[config.mk]
export PLATFORM = sky130hd
export DESIGN_NAME = heap_trend_leak_monitor
export DESIGN_NICKNAME = d
export VERILOG_FILES = /design/src/rtl/core/htlm_pkg.sv /design/src/rtl/core/heap_trend_leak_monitor.sv /design/src/rtl/core/htlm_divider.sv /design/src/rtl/core/htlm_datapath.sv /design/src/rtl/core/htlm_control.sv
export SDC_FILE = /design/constraint.sdc
export NUM_CORES = 2
export LEC_CHECK = 0
export BUFFER_PORTS_ARGS = -buffer_cell sky130_fd_sc_hd__buf_2
export CAP_MARGIN = 20
export CORE_MARGIN = 10
export CORE_UTILIZATION = 59
export CTS_CLUSTER_DIAMETER = 60
export CTS_CLUSTER_SIZE = 12
export DETAILED_ROUTE_END_ITERATION = 6
export PLACE_DENSITY_LB_ADDON = 0.12
export SLEW_MARGIN = 20
export SYNTH_ARGS = -nofsm -noshare
export SYNTH_HDL_FRONTEND = slang
export SYNTH_SLANG_ARGS = --single-unit
[constraint.sdc]
create_clock -name clock -period 11.7 [get_ports clock]
set_input_delay 2.34 -clock clock [delete_from_list [all_inputs] [get_ports clock]]
set_output_delay 2.34 -clock clock [all_outputs]
set_load 0.02 [all_outputs]
[src/rtl/core/htlm_pkg.sv]
// ----------------------------------------------------------------------------
// htlm_pkg
// Types and constants shared by the heap trend and leak monitor.
// ----------------------------------------------------------------------------
package htlm_pkg;

   localparam int DIV_BITS = 64;

   localparam logic [1:0] CSR_LEAK_RUN_LENGTH = 2'd0;
   localparam logic [1:0] CSR_RECENT_PERIOD   = 2'd1;
   localparam logic [1:0] CSR_ANCIENT_PERIOD  = 2'd2;
   localparam logic [1:0] CSR_SETTLE_COUNT    = 2'd3;

   localparam logic [7:0]  RESET_LEAK_RUN_LENGTH = 8'd5;
   localparam logic [7:0]  RESET_RECENT_PERIOD   = 8'd10;
   localparam logic [11:0] RESET_ANCIENT_PERIOD  = 12'd120;
   localparam logic [7:0]  RESET_SETTLE_COUNT    = 8'd3;

   localparam logic REPORT_STATS = 1'b0;
   localparam logic REPORT_LEAK  = 1'b1;

   // datapath select for the shared divider
   localparam logic [1:0] DIV_RECENT  = 2'd0;
   localparam logic [1:0] DIV_ANCIENT = 2'd1;
   localparam logic [1:0] DIV_TREND   = 2'd2;

   typedef struct packed {
      logic        is_full_compaction;
      logic [31:0] heap_usage;
      logic [31:0] now_seconds;
      logic        stats_wanted;
   } req_type;

   typedef struct packed {
      logic               report_kind;
      logic               last_of_run;
      logic [31:0]        full_count;
      logic [31:0]        incremental_count;
      logic [31:0]        compaction_count;
      logic signed [31:0] heap_trend;
      logic [31:0]        avg_base;
      logic [31:0]        last_base;
      logic [31:0]        min_base;
      logic [31:0]        max_base;
      logic [31:0]        leak_start_time;
      logic [31:0]        leak_growth;
   } rsp_type;

   typedef struct packed {
      logic       take_item;    // latch input and do counters and run tracking
      logic       div_start;
      logic [1:0] div_sel;
      logic       div_commit;   // store quotient of selected division, or usage while warm
      logic       finish;       // min/max update
      logic       load_leak;
      logic       load_stats;
   } cmd_type;

   typedef struct packed {
      logic is_full;
      logic leak_hit;
      logic want;
      logic warm;           // averages copy usage
      logic trend_zero;     // ancient average is zero
      logic div_done;
   } sts_type;

endpackage

[src/rtl/core/heap_trend_leak_monitor.sv]
// ----------------------------------------------------------------------------
// heap_trend_leak_monitor
// Heap usage trend and leak run monitor for collection events.
// ----------------------------------------------------------------------------
//  channel | direction | handshake         | payload
//  req     | in        | req_valid/stall   | htlm_pkg::req_type
//  rsp     | out       | rsp_valid/stall   | htlm_pkg::rsp_type
//  csr     | in        | csr_valid/ready   | index 2 bits, data 12 bits
//
//  a compaction runs the recent and ancient average divisions, skipped while
//  the averages copy usage, then the trend division when stats are wanted and
//  the ancient average is nonzero, in sequence on the one shared divider
//  reset is synchronous and restores the register defaults
//  a stalled result holds the sequencer before the next result is loaded
// ----------------------------------------------------------------------------
module heap_trend_leak_monitor (
   input  logic               clock,
   input  logic               reset,
   input  logic               req_valid,
   output logic               req_stall,
   input  htlm_pkg::req_type  req_data,
   output logic               rsp_valid,
   input  logic               rsp_stall,
   output htlm_pkg::rsp_type  rsp_data,
   input  logic               csr_valid,
   output logic               csr_ready,
   input  logic [1:0]         csr_index,
   input  logic [11:0]        csr_data
);

   htlm_pkg::cmd_type cmd;
   htlm_pkg::sts_type sts;

   assign csr_ready = 1'b1;

   htlm_control u_ctrl (
      .clock    (clock),
      .reset    (reset),
      .req_valid(req_valid),
      .req_stall(req_stall),
      .rsp_valid(rsp_valid),
      .rsp_stall(rsp_stall),
      .sts      (sts),
      .cmd      (cmd)
   );

   htlm_datapath u_dp (
      .clock    (clock),
      .reset    (reset),
      .csr_we   (csr_valid),
      .csr_index(csr_index),
      .csr_data (csr_data),
      .req_item (req_data),
      .cmd      (cmd),
      .sts      (sts),
      .rsp_item (rsp_data)
   );

endmodule

[src/rtl/core/htlm_divider.sv]
// ----------------------------------------------------------------------------
// htlm_divider
// Restoring divider, one quotient bit per cycle.
// ----------------------------------------------------------------------------
module htlm_divider (
   input  logic                           clock,
   input  logic                           reset,
   input  logic                           start,
   input  logic [htlm_pkg::DIV_BITS-1:0]  dividend,
   input  logic [htlm_pkg::DIV_BITS-1:0]  divisor,
   output logic                           done,
   output logic [htlm_pkg::DIV_BITS-1:0]  quotient
);

   localparam int CW = $clog2(htlm_pkg::DIV_BITS + 1);

   logic [htlm_pkg::DIV_BITS-1:0] quo_ff, quo_in, den_ff, den_in;
   logic [htlm_pkg::DIV_BITS:0]   rem_ff, rem_in, trial;
   logic [CW-1:0]                 cnt_ff, cnt_in;
   logic                          busy_ff, busy_in, done_ff, done_in;

   always_comb begin
      quo_in  = quo_ff;
      den_in  = den_ff;
      rem_in  = rem_ff;
      cnt_in  = cnt_ff;
      busy_in = busy_ff;
      done_in = 1'b0;
      trial   = {rem_ff[htlm_pkg::DIV_BITS-1:0], quo_ff[htlm_pkg::DIV_BITS-1]};
      if (start) begin
         quo_in  = dividend;
         den_in  = divisor;
         rem_in  = '0;
         cnt_in  = CW'(htlm_pkg::DIV_BITS);
         busy_in = 1'b1;
      end else if (busy_ff) begin
         if (trial >= {1'b0, den_ff}) begin
            rem_in = trial - {1'b0, den_ff};
            quo_in = {quo_ff[htlm_pkg::DIV_BITS-2:0], 1'b1};
         end else begin
            rem_in = trial;
            quo_in = {quo_ff[htlm_pkg::DIV_BITS-2:0], 1'b0};
         end
         cnt_in = cnt_ff - 1'b1;
         if (cnt_ff == CW'(1)) begin
            busy_in = 1'b0;
            done_in = 1'b1;
         end
      end
   end

   always_ff @(posedge clock) begin
      if (reset) begin
         busy_ff <= 1'b0;
         done_ff <= 1'b0;
         cnt_ff  <= '0;
      end else begin
         busy_ff <= busy_in;
         done_ff <= done_in;
         cnt_ff  <= cnt_in;
      end
      quo_ff <= quo_in;
      den_ff <= den_in;
      rem_ff <= rem_in;
   end

   assign done     = done_ff;
   assign quotient = quo_ff;

endmodule

[src/rtl/core/htlm_datapath.sv]
// ----------------------------------------------------------------------------
// htlm_datapath
// Monitor state, averages, trend and result formation.
// ----------------------------------------------------------------------------
module htlm_datapath (
   input  logic                    clock,
   input  logic                    reset,
   input  logic                    csr_we,
   input  logic [1:0]              csr_index,
   input  logic [11:0]             csr_data,
   input  htlm_pkg::req_type       req_item,
   input  htlm_pkg::cmd_type       cmd,
   output htlm_pkg::sts_type       sts,
   output htlm_pkg::rsp_type       rsp_item
);

   logic [7:0]  run_len_ff, rec_per_ff, settle_ff;
   logic [11:0] anc_per_ff;
   logic [31:0] full_ff, incr_ff, comp_ff, prev_ff, rec_ff, anc_ff, low_ff, high_ff;
   logic [31:0] start_time_ff, start_usage_ff;
   logic [7:0]  run_ff;
   logic [31:0] usage_ff;
   logic        full_ev_ff, want_ff, leak_ff;
   logic        trend_neg_ff;
   htlm_pkg::rsp_type rsp_ff, rsp_in;

   logic [31:0] run_inc, comp_inc, r_eff, d_eff, absdiff;
   logic [htlm_pkg::DIV_BITS-1:0] dvd, dvs, quo;
   logic        div_done;
   logic [31:0] trend_val;

   assign run_inc  = {24'd0, run_ff + 8'd1};
   assign comp_inc = comp_ff;
   assign r_eff = (rec_per_ff > 8'd1) ? {24'd0, rec_per_ff} : 32'd1;
   always_comb begin
      d_eff = ({20'd0, anc_per_ff} < comp_ff) ? {20'd0, anc_per_ff} : comp_ff;
      if (d_eff == 32'd0) d_eff = 32'd1;
   end
   assign absdiff = (rec_ff >= anc_ff) ? rec_ff - anc_ff : anc_ff - rec_ff;

   always_comb begin
      case (cmd.div_sel)
         htlm_pkg::DIV_RECENT: begin
            dvd = {32'd0, rec_ff} * {32'd0, r_eff - 32'd1} + {32'd0, usage_ff};
            dvs = {32'd0, r_eff};
         end
         htlm_pkg::DIV_ANCIENT: begin
            dvd = {32'd0, anc_ff} * {32'd0, d_eff - 32'd1} + {32'd0, usage_ff};
            dvs = {32'd0, d_eff};
         end
         default: begin
            dvd = ({32'd0, absdiff} * 64'd2000) + {32'd0, anc_ff};
            dvs = {31'd0, anc_ff, 1'b0};
         end
      endcase
   end

   htlm_divider u_div (
      .clock   (clock),
      .reset   (reset),
      .start   (cmd.div_start),
      .dividend(dvd),
      .divisor (dvs),
      .done    (div_done),
      .quotient(quo)
   );

   always_comb begin
      if (quo > 64'h7FFF_FFFF) trend_val = 32'h7FFF_FFFF;
      else trend_val = quo[31:0];
      if (trend_neg_ff) trend_val = 32'd0 - quo[31:0];
   end

   always_comb begin
      rsp_in = rsp_ff;
      if (cmd.load_leak) begin
         rsp_in = '0;
         rsp_in.report_kind     = htlm_pkg::REPORT_LEAK;
         rsp_in.last_of_run     = !want_ff;
         rsp_in.leak_start_time = start_time_ff;
         rsp_in.leak_growth     = usage_ff - start_usage_ff;
      end else if (cmd.load_stats) begin
         rsp_in = '0;
         rsp_in.report_kind       = htlm_pkg::REPORT_STATS;
         rsp_in.last_of_run       = 1'b1;
         rsp_in.full_count        = full_ff;
         rsp_in.incremental_count = incr_ff;
         rsp_in.compaction_count  = comp_ff;
         rsp_in.heap_trend        = (anc_ff == 32'd0) ? 32'sd0 : signed'(trend_val);
         rsp_in.avg_base          = rec_ff;
         rsp_in.last_base         = prev_ff;
         rsp_in.min_base          = low_ff;
         rsp_in.max_base          = high_ff;
      end
   end

   always_ff @(posedge clock) begin
      if (reset) begin
         run_len_ff <= htlm_pkg::RESET_LEAK_RUN_LENGTH;
         rec_per_ff <= htlm_pkg::RESET_RECENT_PERIOD;
         anc_per_ff <= htlm_pkg::RESET_ANCIENT_PERIOD;
         settle_ff  <= htlm_pkg::RESET_SETTLE_COUNT;
         full_ff <= '0; incr_ff <= '0; comp_ff <= '0; prev_ff <= '0;
         rec_ff <= '0; anc_ff <= '0; low_ff <= '0; high_ff <= '0;
         run_ff <= '0; start_time_ff <= '0; start_usage_ff <= '0;
         leak_ff <= 1'b0;
      end else begin
         if (csr_we) begin
            unique case (csr_index)
               htlm_pkg::CSR_LEAK_RUN_LENGTH: run_len_ff <= csr_data[7:0];
               htlm_pkg::CSR_RECENT_PERIOD:   rec_per_ff <= csr_data[7:0];
               htlm_pkg::CSR_ANCIENT_PERIOD:  anc_per_ff <= csr_data;
               htlm_pkg::CSR_SETTLE_COUNT:    settle_ff  <= csr_data[7:0];
               default: ;
            endcase
         end
         if (cmd.take_item) begin
            leak_ff <= 1'b0;
            if (!req_item.is_full_compaction) begin
               incr_ff <= incr_ff + 32'd1;
            end else begin
               full_ff <= full_ff + 32'd1;
               if (prev_ff < req_item.heap_usage) begin
                  if (run_ff == 8'd0) begin
                     start_time_ff  <= req_item.now_seconds;
                     start_usage_ff <= req_item.heap_usage;
                  end
                  if (run_inc[7:0] >= run_len_ff) begin
                     run_ff  <= 8'd0;
                     leak_ff <= 1'b1;
                  end else begin
                     run_ff <= run_inc[7:0];
                  end
               end else begin
                  run_ff <= 8'd0;
               end
               prev_ff <= req_item.heap_usage;
               comp_ff <= comp_inc + 32'd1;
            end
         end
         if (cmd.div_commit) begin
            if (comp_ff < {24'd0, rec_per_ff}) begin
               rec_ff <= usage_ff;
               anc_ff <= usage_ff;
            end else if (cmd.div_sel == htlm_pkg::DIV_RECENT) begin
               rec_ff <= quo[31:0];
            end else begin
               anc_ff <= quo[31:0];
            end
         end
         if (cmd.finish && comp_ff >= {24'd0, settle_ff}) begin
            if (low_ff == 32'd0 || low_ff > usage_ff) low_ff <= usage_ff;
            if (high_ff == 32'd0 || high_ff < usage_ff) high_ff <= usage_ff;
         end
      end
      if (cmd.take_item) begin
         usage_ff   <= req_item.heap_usage;
         full_ev_ff <= req_item.is_full_compaction;
         want_ff    <= req_item.stats_wanted;
      end
      if (cmd.div_start) trend_neg_ff <= rec_ff < anc_ff;
      rsp_ff <= rsp_in;
   end

   assign sts.is_full    = full_ev_ff;
   assign sts.leak_hit   = leak_ff;
   assign sts.want       = want_ff;
   assign sts.warm       = comp_ff < {24'd0, rec_per_ff};
   assign sts.trend_zero = (anc_ff == 32'd0);
   assign sts.div_done   = div_done;
   assign rsp_item       = rsp_ff;

endmodule

[src/rtl/core/htlm_control.sv]
// ----------------------------------------------------------------------------
// htlm_control
// Sequencer for one event: counters, two average divisions or warm-up copy, trend, reports.
// ----------------------------------------------------------------------------
module htlm_control (
   input  logic                clock,
   input  logic                reset,
   input  logic                req_valid,
   output logic                req_stall,
   output logic                rsp_valid,
   input  logic                rsp_stall,
   input  htlm_pkg::sts_type   sts,
   output htlm_pkg::cmd_type   cmd
);

   localparam logic [3:0] S_IDLE    = 4'd0;
   localparam logic [3:0] S_CHECK   = 4'd1;
   localparam logic [3:0] S_DIV_R   = 4'd2;
   localparam logic [3:0] S_WAIT_R  = 4'd3;
   localparam logic [3:0] S_DIV_A   = 4'd4;
   localparam logic [3:0] S_WAIT_A  = 4'd5;
   localparam logic [3:0] S_MINMAX  = 4'd6;
   localparam logic [3:0] S_LEAK    = 4'd7;
   localparam logic [3:0] S_LEAK_W  = 4'd8;
   localparam logic [3:0] S_DIV_T   = 4'd9;
   localparam logic [3:0] S_WAIT_T  = 4'd10;
   localparam logic [3:0] S_STATS_W = 4'd11;

   logic [3:0] state_ff, state_in;
   logic       valid_ff, valid_in;

   always_comb begin
      state_in = state_ff;
      valid_in = valid_ff && rsp_stall;
      cmd      = '0;
      unique case (state_ff)
         S_IDLE: begin
            if (req_valid) begin
               cmd.take_item = 1'b1;
               state_in = S_CHECK;
            end
         end
         S_CHECK: state_in = sts.is_full ? S_DIV_R : S_IDLE;
         S_DIV_R: begin
            cmd.div_sel = htlm_pkg::DIV_RECENT;
            if (sts.warm) begin
               cmd.div_commit = 1'b1;
               state_in = S_MINMAX;
            end else begin
               cmd.div_start = 1'b1;
               state_in = S_WAIT_R;
            end
         end
         S_WAIT_R: begin
            cmd.div_sel = htlm_pkg::DIV_RECENT;
            if (sts.div_done) begin
               cmd.div_commit = 1'b1;
               state_in = S_DIV_A;
            end
         end
         S_DIV_A: begin
            cmd.div_sel = htlm_pkg::DIV_ANCIENT;
            cmd.div_start = 1'b1;
            state_in = S_WAIT_A;
         end
         S_WAIT_A: begin
            cmd.div_sel = htlm_pkg::DIV_ANCIENT;
            if (sts.div_done) begin
               cmd.div_commit = 1'b1;
               state_in = S_MINMAX;
            end
         end
         S_MINMAX: begin
            cmd.finish = 1'b1;
            state_in = S_LEAK;
         end
         S_LEAK: begin
            if (sts.leak_hit) begin
               if (!valid_ff || !rsp_stall) begin
                  cmd.load_leak = 1'b1;
                  valid_in = 1'b1;
                  state_in = S_LEAK_W;
               end
            end else begin
               state_in = S_LEAK_W;
            end
         end
         S_LEAK_W: begin
            cmd.div_sel = htlm_pkg::DIV_TREND;
            if (!sts.want) begin
               state_in = S_IDLE;
            end else if (sts.trend_zero) begin
               state_in = S_STATS_W;
            end else begin
               cmd.div_start = 1'b1;
               state_in = S_WAIT_T;
            end
         end
         S_WAIT_T: begin
            cmd.div_sel = htlm_pkg::DIV_TREND;
            if (sts.div_done) state_in = S_STATS_W;
         end
         S_STATS_W: begin
            cmd.div_sel = htlm_pkg::DIV_TREND;
            if (!valid_ff || !rsp_stall) begin
               cmd.load_stats = 1'b1;
               valid_in = 1'b1;
               state_in = S_IDLE;
            end
         end
         default: state_in = S_IDLE;
      endcase
   end

   always_ff @(posedge clock) begin
      if (reset) begin
         state_ff <= S_IDLE;
         valid_ff <= 1'b0;
      end else begin
         state_ff <= state_in;
         valid_ff <= valid_in;
      end
   end

   assign req_stall = (state_ff != S_IDLE);
   assign rsp_valid = valid_ff;

   a_load_free: assert property (@(posedge clock) disable iff (reset)
      (cmd.load_leak || cmd.load_stats) |-> (!valid_ff || !rsp_stall))
      else $error("result overwritten");
   a_take_idle: assert property (@(posedge clock) disable iff (reset)
      cmd.take_item |=> (state_ff == S_CHECK))
      else $error("bad take");
   a_one_load: assert property (@(posedge clock) disable iff (reset)
      !(cmd.load_leak && cmd.load_stats))
      else $error("double load");

endmodule
==> results.yml <==
run_status:
  status: "finished clean"
critical_path:
  worst-path-max-fanout: 17
  cpPeakStageDelay_ns: 0.57
  slowest_stage: "fa_1"
  end_kind: "flop"
  cp-start-kind: "flop"
  rr_worst_depth: 41
  timing.rr.end: "u_dp.u_div.quotient[39]$_DFFE_PP_"
  crit_type: "reg2reg"
  reg2reg_slack_ns: 0.53
  arrival_ns: 11.69
  r2r_start: "u_dp.rec_ff[0]$_SDFFE_PP0P_"
  worstPathRequired_ns: 12.22
  cpMostUsedCell: "fa_1"
synth:
  syn_inst: 12588
  synth.area.top_cells: "fa_1, dfxtp_1, ha_1, inv_1, nand2_1"
  ys_ff_latch: 897
  yosysTopAreaCellShare_pct: 34.9
  synth_edf_count: 197
  async_flop_share_pct: 0
  synth_area_sq_um: 114000
  yosysWarnings: 0
  ys.flop_type: "dfxtp_1"
  avgSynthCellArea_sq_um: 9.03
  synth_top_area_cell: "fa_1"
  yosysSeqAreaShare_pct: 17.5
  synth.distinct_cells: 85
sta:
  period_needed_ns: 11.17
  slew_violations: 0
  period_share_pct: 95.5
  finalClockSkew_ns: 0.130
  relSlewSlack_pct: 8.78
  finalSetupTns_ns: 0
  tightest_slew_ns: 1.36
  clock.fmax_ghz: 0.0895
  setup_viol: 0
  hold_viol_final: 0
  whs_ns: 0.422
job:
  drv_cap: 0
die:
  placementRows: 161
  pin_count: 410
  core-area_sq_um: 192000
  die_area_sq_um: 211000
  die_y_um: 459
  start_util_pct: 59.2
  die_x_um: 459
grt:
  overflow: 0
  grt_max_degree: 176
  antenna_found_initial: 40
  grt_pass1_vias: 96110
  grt_pass1_wl_um: 595000
  grt.total_usage_pct: 37.3
min_path:
  hp-start: "u_dp.prev_ff[1]$_SDFFE_PP0P_"
  hold_end: "u_dp.rsp_item[129]$_SDFFE_PP0P_"
  hold_depth: 2
  hold_path_class: "reg2reg"
clock_tree:
  path_clk_slew_ns: 0.07
  clock-root-buffer: "clkbuf_16"
  cts_tree: "done"
  cts_sinks: 897
  cts-buffers-inserted: 104
  htreeDepth: 3
  clk_path_buf_depth: 3
  insertion_delay_ns: 0.77
routing:
  drt_iter0_drc: 8491
  routedWlPerCell_um: 24.4
  vias: 92345
  drcViolationCount: 0
  drt_pass1_iterations: 7
  wirelength_um: 392000
  antenna_left: 0
  viasPerCell: 5.75
layout:
  drive_gt1_share_pct: 7.06
  area_delta_synth_final_pct: 10.1
  layout.nets: 16397
place:
  numPortBuffers: 408
  place_hpwl_um: 315000
  gp_congestion: 1.04
[synthesized netlist by cell type (all sizes together) (10+ instances only)]
library cell and n:
buf 26, nand3b 10, a21boi 16, a22o 23, or4 16, nor3 94
nand2b 146, ha 904, o211ai 41, a211oi 121, nand3 129, and3 52
xnor2 220, a21o 205, o22ai 21, a21oi 747, and2 293, or3 52
nor2b 55, nand4 103, a211o 14, dfxtp 700, o21ai 431, o31ai 20
edfxtp 197, clkbuf 536, and4 14, a31oi 63, or2 19, a22oi 15
o21bai 61, o221ai 18, nor4 61, inv 2347, a221oi 24, nor2 636
mux2i 104, a31o 10, o21a 32, fa 1980, o31a 16, nand2 1739
xor2 175
[state kept, by name (all words and copies together) (netlist names), 12 cells and up]
register and cells:
u_dp.start_time_ff 32, u_dp.comp_ff 32, u_dp.anc_ff 32, u_dp.u_div.rem_ff 64, u_dp.anc_per_ff 12, u_dp.low_ff 32
u_dp.high_ff 32, u_dp.full_ff 32, u_dp.incr_ff 32, u_dp.rec_ff 32, u_dp.u_div.quotient 64, u_dp.start_usage_ff 32
u_dp.prev_ff 32, u_dp.rsp_item 322, u_dp.usage_ff 32, u_dp.u_div.den_ff 33
[cell type report]
class                      count  area, sq um
multi-input combinational   9389        85500
fill                       16376        67000
antenna                       20         50.0
inverter                    2347         8810
clock inverter                38          487
sequential                   897        19900
timing repair buffer         689         4410
tap                         2526         3160
clock buffer                 142         2790
[worst max-delay path by stage]
stage / start / end / slack, ns / depth (start not counted)
floorplan: u_dp.comp_ff[2]$_SDFFE_PP0P_ / u_dp.u_div.quotient[60]$_DFFE_PP_ / 0.03 / 47
global placement: u_dp.anc_per_ff[1]$_SDFFE_PP0P_ / u_dp.u_div.quotient[60]$_DFFE_PP_ / 0.1 / 40
detailed placement: u_dp.anc_per_ff[1]$_SDFFE_PP0P_ / u_dp.u_div.quotient[56]$_DFFE_PP_ / -0.04 / 37
CTS: u_dp.anc_per_ff[1]$_SDFFE_PP0P_ / u_dp.u_div.quotient[60]$_DFFE_PP_ / 0.02 / 40
global route: u_dp.comp_ff[1]$_SDFFE_PP0P_ / u_dp.u_div.quotient[57]$_DFFE_PP_ / -0.02 / 42
finish: u_dp.rec_ff[0]$_SDFFE_PP0P_ / u_dp.u_div.quotient[39]$_DFFE_PP_ / 0.53 / 41
[what timing repair did]
item / in CTS / in global routing
setup buffers: 0 / 5
setup endpoints to repair: 4 / 26
gates resized for setup: 8 / 33
pin swaps: 0 / 4
hold buffers: 0 / 0
gates cloned: 1 / 1
[cells in the final DEF (no fill, tap or decap), types with 262 or more instances in the layout]
cell        n
conb_1    609
nor2_1    630
nand2_1  1736
buf_2     408
dfxtp_1   698
ha_1      901
and2_1    288
inv_1    2345
fa_1     1980
a21oi_1   741
o21ai_0   419
buf_4     262
[kinds of logic after synthesis]
| kind of cell | after synthesis | synth area share (%) |
|---|---|---|
| compound gates | 1948 | 10.4 |
| xor+xnor | 395 | 3.04 |
| fa+ha+maj | 2884 | 44.8 |
| buf+inv | 2909 | 9.61 |
| flops | 897 | 17.5 |
| mux | 110 | 0.975 |
| other cells | 2 | 0.00661 |
| simple gates | 3443 | 13.6 |
[worst max-delay path: cells and delay by family (launching register included)]
family / cells / cell delay [ns]
buf+inv: 7 / 1.01
simple gates: 8 / 1.07
flops: 1 / 0.31
mux: 1 / 0.39
xor+xnor: 3 / 0.53
compound gates: 14 / 4.17
fa+ha+maj: 8 / 3.36
[routing by layer]
metal | wire length [um] | vias to the layer above | share of wire [%] | track usage (%)
met5 | 180 | - | 0.046 | 0
met4 | 27000 | 28 | 6.9 | 20.5
met3 | 41800 | 986 | 11 | 10.3
met2 | 170000 | 4459 | 43 | 56.4
met1 | 153000 | 46137 | 39 | 48.6
li1 | - | 40735 | - | -
[metrics by stage]
step	util (%)	std cells	setup slack [ns]	instance area (sq um)
4_1_cts	65.0	16021	0.0151	125000
3_3_place_gp	63.2	15838	0.0953	121000
6_report	65.1	16048	0.530	125000
3_5_place_dp	63.2	15840	-0.0445	122000
5_1_grt	65.1	16033	-0.0237	125000
2_1_floorplan	-	13195	0.0301	116000
Power is left out: the tool's default activity adds up to more than one toggle a clock period on the data nets, which glitch-free logic cannot reach.
